===== src/rtl/core/ole_pkg.sv =====
package ole_pkg;

    typedef enum logic [3:0] {
        OP_INS_FRONT = 4'd0,
        OP_INS_BACK  = 4'd1,
        OP_INS_AFTER = 4'd2,
        OP_INS_BEFORE = 4'd3,
        OP_INS_POS   = 4'd4,
        OP_DEL_FRONT = 4'd5,
        OP_DEL_BACK  = 4'd6,
        OP_DEL_KEY   = 4'd7,
        OP_DEL_POS   = 4'd8,
        OP_CLEAR     = 4'd9,
        OP_DEL_AFTER = 4'd10,
        OP_DEL_BEFORE = 4'd11,
        OP_DUMP      = 4'd12
    } op_t;

    localparam logic [2:0] ST_OK     = 3'd0;
    localparam logic [2:0] ST_EMPTY  = 3'd1;
    localparam logic [2:0] ST_NOKEY  = 3'd2;
    localparam logic [2:0] ST_BADPOS = 3'd3;
    localparam logic [2:0] ST_RANGE  = 3'd4;
    localparam logic [2:0] ST_FULL   = 3'd5;
    localparam logic [2:0] ST_SMALL  = 3'd6;

    localparam int OUT_W = 48; // status 3, element 32, length 7, pad 6

endpackage


===== src/rtl/core/ordered_list_engine_core.sv =====
// Ordered list engine: singly linked list in an on-chip node memory.
// Input channel s_axis_*: tdata = {position, value, key, op} from bit 0,
// one request per item. Result channel m_axis_*: tdata = {length, element,
// status}, tlast on the final result of a request.
// Every edit returns one result; a dump returns one result per element
// (one result with status empty when the list is empty).
// A request settled at decode (errors, clear, unused codes) goes straight
// to the result state. An insert at the front passes the fix and finish
// states; a delete at the front first reads the link of the head. A walk
// reads each node through a read and a check state; delete before key
// walks twice. A dump passes read, check and a wait state per element.
// One request is in flight at a time; s_axis_tready is high only while the
// engine waits for a request. A stalled receiver holds the result register;
// the engine keeps working and halts only when its next result is ready.
// Reset (aresetn low, synchronous) empties the list and the node allocator.
// Node memory contents are undefined until written; no clearing pass.
module ordered_list_engine_core
    import ole_pkg::*;
#(
    parameter int CAPACITY   = 64,
    parameter int VALUE_BITS = 32
) (
    input  logic        aclk,
    input  logic        aresetn,
    input  logic        s_axis_tvalid,
    output logic        s_axis_tready,
    input  logic [79:0] s_axis_tdata,  // op[3:0], key[35:4], value[67:36], position[74:68]
    output logic        m_axis_tvalid,
    input  logic        m_axis_tready,
    output logic [47:0] m_axis_tdata,  // status[2:0], element[34:3], length[41:35]
    output logic        m_axis_tlast
);
    localparam int IW = (CAPACITY > 1) ? $clog2(CAPACITY) : 1;
    localparam int CW = $clog2(CAPACITY + 1);

    typedef enum logic [7:0] {
        S_IDLE  = 8'b00000001,
        S_RD    = 8'b00000010,  // issue read of current node
        S_CHK   = 8'b00000100,  // data back: compare / step
        S_LINK  = 8'b00001000,  // read link of node to unlink, or of node before an insert
        S_FIX   = 8'b00010000,  // write relinks
        S_OUT   = 8'b00100000,
        S_DUMPW = 8'b01000000,
        S_FIN   = 8'b10000000
    } state_t;

    state_t state_reg;
    logic [3:0] op_reg;
    logic [VALUE_BITS-1:0] key_reg, val_reg;
    logic [IW-1:0] head_reg, cur_reg, prev_reg, tgt_reg;
    logic [CW-1:0] count_reg, idx_reg, goal_reg, rdepth_reg, fresh_reg;
    logic [2:0] st_reg;
    logic find_reg;   // walk searches for key (vs counts to goal)
    logic ins_reg;

    // node memories, single write port, registered read
    logic [VALUE_BITS-1:0] vmem [CAPACITY];
    logic [IW-1:0] lmem [CAPACITY];
    logic [IW-1:0] rstk [CAPACITY];
    logic [VALUE_BITS-1:0] vrd;
    logic [IW-1:0] lrd;
    logic [IW-1:0] rtop_reg;  // top of recycled stack, registered read
    logic [IW-1:0] raddr;
    logic vwe, lwe;
    logic [IW-1:0] vwa, lwa;
    logic [VALUE_BITS-1:0] vwd;
    logic [IW-1:0] lwd;

    always_ff @(posedge aclk) begin
        if (vwe) vmem[vwa] <= vwd;
        if (lwe) lmem[lwa] <= lwd;
        vrd <= vmem[raddr];
        lrd <= lmem[raddr];
        rtop_reg <= rstk[IW'(rdepth_reg - 1'b1)];
    end

    logic [VALUE_BITS-1:0] in_key, in_val;
    assign in_key = VALUE_BITS'(signed'(s_axis_tdata[35:4]));
    assign in_val = VALUE_BITS'(signed'(s_axis_tdata[67:36]));

    logic m_valid_reg, m_last_reg;
    logic [47:0] m_data_reg;
    assign m_axis_tvalid = m_valid_reg;
    assign m_axis_tdata  = m_data_reg;
    assign m_axis_tlast  = m_last_reg;
    assign s_axis_tready = (state_reg == S_IDLE);

    logic [31:0] elem_ext;
    assign elem_ext = 32'(signed'(vrd));

    // allocator pick; stack top settles while the request is decoded
    logic [IW-1:0] new_node;
    assign new_node = (rdepth_reg != '0) ? rtop_reg : IW'(fresh_reg);

    always_comb begin
        raddr = cur_reg;
        vwe = 1'b0; vwa = new_node; vwd = val_reg;
        lwe = 1'b0; lwa = new_node; lwd = head_reg;
        if (state_reg == S_FIX) begin
            if (ins_reg) begin
                vwe = 1'b1;
                lwe = 1'b1;
                lwd = (goal_reg == '0) ? head_reg : lrd;  // lrd = link of prev
            end else if (goal_reg != '0) begin
                lwe = 1'b1; lwa = prev_reg; lwd = lrd;   // lrd = link of target
            end
        end else if (state_reg == S_FIN && ins_reg && goal_reg != '0) begin
            lwe = 1'b1; lwa = prev_reg; lwd = new_node;
        end
        if (state_reg == S_LINK) raddr = tgt_reg;
        else if (state_reg == S_DUMPW) raddr = prev_reg;  // hold element while stalled
    end

    always_ff @(posedge aclk) begin
        if (!aresetn) begin
            state_reg <= S_IDLE;
            m_valid_reg <= 1'b0;
            head_reg <= '0; count_reg <= '0; rdepth_reg <= '0; fresh_reg <= '0;
        end else begin
            if (m_valid_reg && m_axis_tready) m_valid_reg <= 1'b0;
            unique case (state_reg)
                S_IDLE: if (s_axis_tvalid && s_axis_tready) begin
                    op_reg <= s_axis_tdata[3:0];
                    key_reg <= in_key; val_reg <= in_val;
                    cur_reg <= head_reg; prev_reg <= head_reg;
                    idx_reg <= '0; st_reg <= ST_OK;
                    find_reg <= 1'b0; ins_reg <= 1'b0;
                    state_reg <= S_OUT;
                    unique case (s_axis_tdata[3:0]) inside
                        OP_INS_FRONT: begin
                            ins_reg <= 1'b1; goal_reg <= '0;
                            if (count_reg >= CW'(CAPACITY)) st_reg <= ST_FULL;
                            else state_reg <= S_FIX;
                        end
                        OP_INS_BACK: begin
                            ins_reg <= 1'b1; goal_reg <= count_reg;
                            if (count_reg >= CW'(CAPACITY)) st_reg <= ST_FULL;
                            else if (count_reg == '0) state_reg <= S_FIX;
                            else state_reg <= S_RD;
                        end
                        OP_INS_POS: begin
                            ins_reg <= 1'b1;
                            goal_reg <= CW'(s_axis_tdata[74:68] - 7'd1);
                            if (s_axis_tdata[74:68] == 7'd0) st_reg <= ST_BADPOS;
                            else if (8'(s_axis_tdata[74:68]) > 8'(count_reg) + 8'd1)
                                st_reg <= ST_RANGE;
                            else if (count_reg >= CW'(CAPACITY)) st_reg <= ST_FULL;
                            else if (s_axis_tdata[74:68] == 7'd1) state_reg <= S_FIX;
                            else state_reg <= S_RD;
                        end
                        OP_INS_AFTER, OP_DEL_AFTER, OP_DEL_KEY, OP_INS_BEFORE: begin
                            find_reg <= 1'b1;
                            if (count_reg == '0)
                                st_reg <= (s_axis_tdata[3:0] == OP_INS_AFTER ||
                                           s_axis_tdata[3:0] == OP_DEL_AFTER)
                                          ? ST_NOKEY : ST_EMPTY;
                            else state_reg <= S_RD;
                        end
                        OP_DEL_BEFORE: begin
                            find_reg <= 1'b1;
                            if (count_reg < CW'(2)) st_reg <= ST_SMALL;
                            else state_reg <= S_RD;
                        end
                        OP_DEL_FRONT: begin
                            goal_reg <= '0;
                            if (count_reg == '0) st_reg <= ST_EMPTY;
                            else begin tgt_reg <= head_reg; state_reg <= S_LINK; end
                        end
                        OP_DEL_BACK: begin
                            goal_reg <= count_reg - 1'b1;
                            if (count_reg == '0) st_reg <= ST_EMPTY;
                            else if (count_reg == CW'(1)) begin
                                tgt_reg <= head_reg; state_reg <= S_LINK;
                            end else state_reg <= S_RD;
                        end
                        OP_DEL_POS: begin
                            goal_reg <= CW'(s_axis_tdata[74:68] - 7'd1);
                            if (count_reg == '0) st_reg <= ST_EMPTY;
                            else if (s_axis_tdata[74:68] == 7'd0) st_reg <= ST_BADPOS;
                            else if (8'(s_axis_tdata[74:68]) > 8'(count_reg))
                                st_reg <= ST_RANGE;
                            else if (s_axis_tdata[74:68] == 7'd1) begin
                                tgt_reg <= head_reg; state_reg <= S_LINK;
                            end else state_reg <= S_RD;
                        end
                        OP_CLEAR: begin
                            head_reg <= '0; count_reg <= '0;
                            rdepth_reg <= '0; fresh_reg <= '0;
                        end
                        OP_DUMP: begin
                            if (count_reg == '0) st_reg <= ST_EMPTY;
                            else state_reg <= S_RD;
                        end
                        default: ;
                    endcase
                end
                S_RD: state_reg <= S_CHK;
                S_CHK: begin
                    // vrd/lrd hold node cur_reg at place idx_reg
                    state_reg <= S_RD;
                    cur_reg <= lrd; prev_reg <= cur_reg;
                    idx_reg <= idx_reg + 1'b1;
                    if (op_reg == OP_DUMP) begin
                        state_reg <= S_DUMPW;
                    end else if (find_reg) begin
                        if (vrd == key_reg && !(op_reg == OP_DEL_BEFORE && idx_reg == '0)) begin
                            find_reg <= 1'b0;
                            unique case (op_reg)
                                OP_INS_AFTER: begin
                                    ins_reg <= 1'b1; goal_reg <= idx_reg + 1'b1;
                                    prev_reg <= cur_reg;
                                    if (count_reg >= CW'(CAPACITY)) begin
                                        st_reg <= ST_FULL; state_reg <= S_OUT;
                                    end else state_reg <= S_FIX;
                                end
                                OP_INS_BEFORE: begin
                                    ins_reg <= 1'b1; goal_reg <= idx_reg;
                                    if (count_reg >= CW'(CAPACITY)) begin
                                        st_reg <= ST_FULL; state_reg <= S_OUT;
                                    end else if (idx_reg == '0) state_reg <= S_FIX;
                                    else begin
                                        // read link of the node before the match
                                        prev_reg <= prev_reg; tgt_reg <= prev_reg;
                                        state_reg <= S_LINK;
                                    end
                                end
                                OP_DEL_KEY: begin
                                    goal_reg <= idx_reg; tgt_reg <= cur_reg;
                                    prev_reg <= prev_reg;
                                    state_reg <= S_LINK;
                                end
                                OP_DEL_AFTER: begin
                                    goal_reg <= idx_reg + 1'b1; tgt_reg <= lrd;
                                    prev_reg <= cur_reg;
                                    if (idx_reg + 1'b1 >= count_reg) begin
                                        st_reg <= ST_NOKEY; state_reg <= S_OUT;
                                    end else state_reg <= S_LINK;
                                end
                                default: begin // delete before key: restart walk
                                    goal_reg <= idx_reg - 1'b1;
                                    if (idx_reg == CW'(1)) begin
                                        tgt_reg <= head_reg; state_reg <= S_LINK;
                                    end else begin
                                        cur_reg <= head_reg; idx_reg <= '0;
                                        state_reg <= S_RD;
                                    end
                                end
                            endcase
                        end else if (idx_reg + 1'b1 >= count_reg) begin
                            st_reg <= ST_NOKEY; state_reg <= S_OUT;
                        end
                    end else if (idx_reg + 1'b1 == goal_reg) begin
                        // cur_reg is predecessor of place goal
                        prev_reg <= cur_reg;
                        if (ins_reg) state_reg <= S_FIX;
                        else begin tgt_reg <= lrd; state_reg <= S_LINK; end
                    end
                end
                S_LINK: state_reg <= S_FIX; // read tgt (delete) or prev (insert)
                S_FIX: begin
                    state_reg <= S_FIN;
                    if (!ins_reg && goal_reg == '0) head_reg <= lrd;
                end
                S_FIN: begin
                    if (ins_reg) begin
                        if (goal_reg == '0) head_reg <= new_node;
                        if (rdepth_reg != '0) rdepth_reg <= rdepth_reg - 1'b1;
                        else fresh_reg <= fresh_reg + 1'b1;
                        count_reg <= count_reg + 1'b1;
                    end else begin
                        rstk[IW'(rdepth_reg)] <= tgt_reg;
                        rdepth_reg <= rdepth_reg + 1'b1;
                        count_reg <= count_reg - 1'b1;
                        if (count_reg == CW'(1)) head_reg <= '0;
                    end
                    state_reg <= S_OUT;
                end
                S_OUT: if (!m_valid_reg) begin
                    m_valid_reg <= 1'b1; m_last_reg <= 1'b1;
                    m_data_reg <= {6'd0, 7'(count_reg), 32'd0, st_reg};
                    state_reg <= S_IDLE;
                end
                S_DUMPW: if (!m_valid_reg || m_axis_tready) begin
                    m_valid_reg <= 1'b1;
                    m_last_reg <= (idx_reg == count_reg);
                    m_data_reg <= {6'd0, 7'(count_reg), elem_ext, ST_OK};
                    state_reg <= (idx_reg == count_reg) ? S_IDLE : S_RD;
                end
                default: state_reg <= S_IDLE;
            endcase
        end
    end
endmodule


===== config.mk =====
export PLATFORM = sky130hd
export DESIGN_NAME = ordered_list_engine_core
export DESIGN_NICKNAME = d
export VERILOG_FILES = /design/src/rtl/core/ole_pkg.sv /design/src/rtl/core/ordered_list_engine_core.sv
export SDC_FILE = /design/constraint.sdc
export NUM_CORES = 2
export LEC_CHECK = 0
export BUFFER_PORTS_ARGS = -buffer_cell sky130_fd_sc_hd__clkbuf_2
export CELL_PAD_IN_SITES_DETAIL_PLACEMENT = 0
export CELL_PAD_IN_SITES_GLOBAL_PLACEMENT = 1
export CORE_AREA = 3 3 595 597
export DETAILED_ROUTE_END_ITERATION = 16
export DIE_AREA = 0 0 598 600
export PLACE_DENSITY_LB_ADDON = 0.05
export SYNTH_ARGS = -nofsm -noshare
export SYNTH_HDL_FRONTEND = slang
export SYNTH_SLANG_ARGS = --single-unit

===== constraint.sdc =====
create_clock -name aclk -period 5.4 [get_ports aclk]
set_clock_uncertainty 0.15 [all_clocks]
set_input_delay 1.08 -clock aclk [delete_from_list [all_inputs] [get_ports aclk]]
set_output_delay 1.08 -clock aclk [all_outputs]
set_load 0.01 [all_outputs]

==> metrics.txt <==
outcome=complete, no violations; Chip Width=598 um; Seq/Total Area, Yosys=74.1%; Crit Path Max Fanout=19; Synth Flop Type=edfxtp_1; Slew Limit Headroom=9.08%; clock power share=41.5%; CP Launch Type=flop; fin worst setup slack=361 ps; fmax=198 MHz; Hold Path Sink=key_reg[29]; PostCTS Resize Cnt=0; Core ar.=349000 sq um; hold buffer count at CTS=0; mapped cell area=122000 sq um; antenna-violating nets left=0; CTS max path bufs=4; PwrDens=394 nW/um^2; Final Net Count=8844; standard-cell rows=217; Peak VDD IR=260 uV; hold depth=1; sequential share of power=46.6%; Inserted Clock Buffers=350; ranking of synthesized cells by area=edfxtp_1, nand2_1, mux2i_1, mux4_2, nand3_1; clk sink count=3043; switching share of power=26.0%; NetSw=14.9 mW; GPL Wtd Cong=0.805; buffers added on ports=123; biggest regs=vmem: 2048 flops, lmem: 384 flops, rstk: 384 flops; top-area cell type share of the netlist area=72.8%; synth warn=0; vias in the first global route=74700; post-DP HPWL=276000 um; HP Start=s_axis_tdata[33]; worst hold slack=171 ps; DR vias=75400; setup TNS=0 ps; die area=359000 sq um; Place WS=562 ps; # Post-CTS Setup Buffers=0; register name with the most flops=vmem; Routed met2 length=219000 um; Die Ht=600 um; critical path arrival=5750 ps; initial DRC count=7036; placed cell areas=134000 sq um; EDFF count, synth=2964; DR vias/cell=5.52; final instance area=145000 sq um; first-pass GRT wire length=617000 um; final setup fails=0; # Max-Cap Violations=0; met3 WL=18800 um; R2R Path End=elem_ext[9]; IO Count=135; Core Util, Final=41.5%; R2R Path Start=state_reg[7]; distinct cell type count after synthesis=82; DRC Markers=0; fill count=31900; Period minus WS final=5040 ps; Post-synth ARST share=0%; Routed WL per cell=32.7 um; clock latency on the worst-skew pair=940 ps; final wirelength=447000 um; Synth area leader=edfxtp_1; worst reg-to-reg path cell count=10; CTS tree=done; grt ovf=0; Tightest Hold Check Type=input pin to flop; largest net degree at the start of global routing=105; DR pass1 iterations=6; Worst EP required=6110 ps; Layout area overhead=18.6%; post-route insts no fill=13700; H-tree levels=5; critical path class=flop to flop; crit end category=flop; Root Buffer Master=clkbuf_16; Seq cells post-synth=3043; max reg flops=2048; Tot Pwr=57.2 mW; LEAKAGE=49.1 nW; most common cell in the netlist=edfxtp_1; antenna violations before repair=25; Fin. Hold Viols=0; leading cell types by count after synthesis=edfxtp_1, nand2_1, mux2i_1, nand3_1, nor2_1; Mapped Cells=8161; Initial Utilization=35.0%; length of routed wiring on met1=196000 um; synthesized area per cell=15.0 sq um; crit share post-route=93.3%; placed insts=13000; Worst-path clk slew=60 ps; Pint=42.3 mW; Highest Signal Layer=met5; Comb pwr share=11.9%; worst slew pin tran=1360 ps; RSZ-0062 raised after global routing=false; R2R setup slack=360 ps; GRT Util Overall=24.5%; fin. max-slew vios=0; layout cell share with drive strength beyond 1=16.9%
-- routing by layer --
metal | track usage (%) | vias to the layer above
li1 | - | 32800
met1 | 33.5 | 39900
met2 | 41.5 | 2103
met3 | 2.42 | 563
met4 | 6.84 | 2
met5 | 0 | -
-- area by class of cell --
cell class              count  area, sq um  share of cell area, %
flip-flops and latches   3043        90600                   62.5
clock inverters           193         1970                   1.36
clock buffers             444         9360                   6.46
diodes                     53          133                 0.0915
well taps                4599         5750                   3.97
inverters                  35          131                 0.0906
repair buffers            734         7120                   4.91
multi-input cells        4560        29900                   20.6
-- cell families after synthesis --
kind of cell	synth area share [%]
AOI/OAI and AO/OA	6.63
other	0.00307
buffers and inverters	2.16
adders and majority gates	0.368
xor gates and xnor gates	0.566
muxes	6.59
DFF	74.1
and+or+nand+nor	9.58
-- power by group through the flow --
stage | Clock [mW] | Sequential [mW] | Combinational (mW)
after floorplan | 0 | 27.1 | 3.40
after global placement | 0 | 27.1 | 6.87
after detailed placement | 0 | 27.1 | 6.90
after CTS | 24.3 | 26.6 | 6.92
after global routing | 25.1 | 26.6 | 7.26
final | 23.7 | 26.6 | 6.82
-- how the worst max path moves through the flow --
stage             startpoint          end  slack (ps)  depth (start not counted)
3_3_place_gp    state_reg[6]  elem_ext[2]         570                         10
6_report        state_reg[7]  elem_ext[9]         360                         10
4_1_cts         state_reg[7]  elem_ext[9]         530                         10
3_5_place_dp    state_reg[7]  elem_ext[9]         560                         10
5_1_grt         state_reg[7]  elem_ext[9]         290                         10
2_1_floorplan  rdepth_reg[0]   lmem[0][0]         280                         11
-- cell usage in the layout, fill, tap and decap left out, types with 33 or more instances in the layout --
cell type  synthesis  routed
a211oi_1         103     101
a21oi_1          201     196
a311oi_1          95      95
a31oi_1          117     117
and2_1            48      48
and3_1           130     129
buf_12             0     153
buf_4             60     458
bufinv_16          0      36
clkbuf_1         251      78
clkbuf_16          0     358
clkbuf_2           0     123
clkinv_1           2      68
clkinv_2           0      67
dfxtp_1           79      78
diode_2            0      53
edfxtp_1        2964    2964
ha_1              36      35
inv_1             33      33
mux2i_1          496     495
mux4_2           126     126
nand2_1         1371    1371
nand3_1          490     490
nand4_1           66      66
nor2_1           298     229
nor2_4             1      71
nor3_1            56      49
nor4_1            37      36
o21ai_0          140     136
o221ai_1         141     139
o22ai_1          193     189
xor2_1            58      57
-- critical path: stages, from the launching register on --
cell and delay, ps:
dfxtp_1 380, or4_1 760, nor2_4 430, a31oi_1 240, o221ai_4 490, buf_12 280
nand2_1 400, o22ai_1 310, nor4_1 120, nor3_2 1070, or4_1 260
Note: power is estimated with default switching activity, not from simulation.
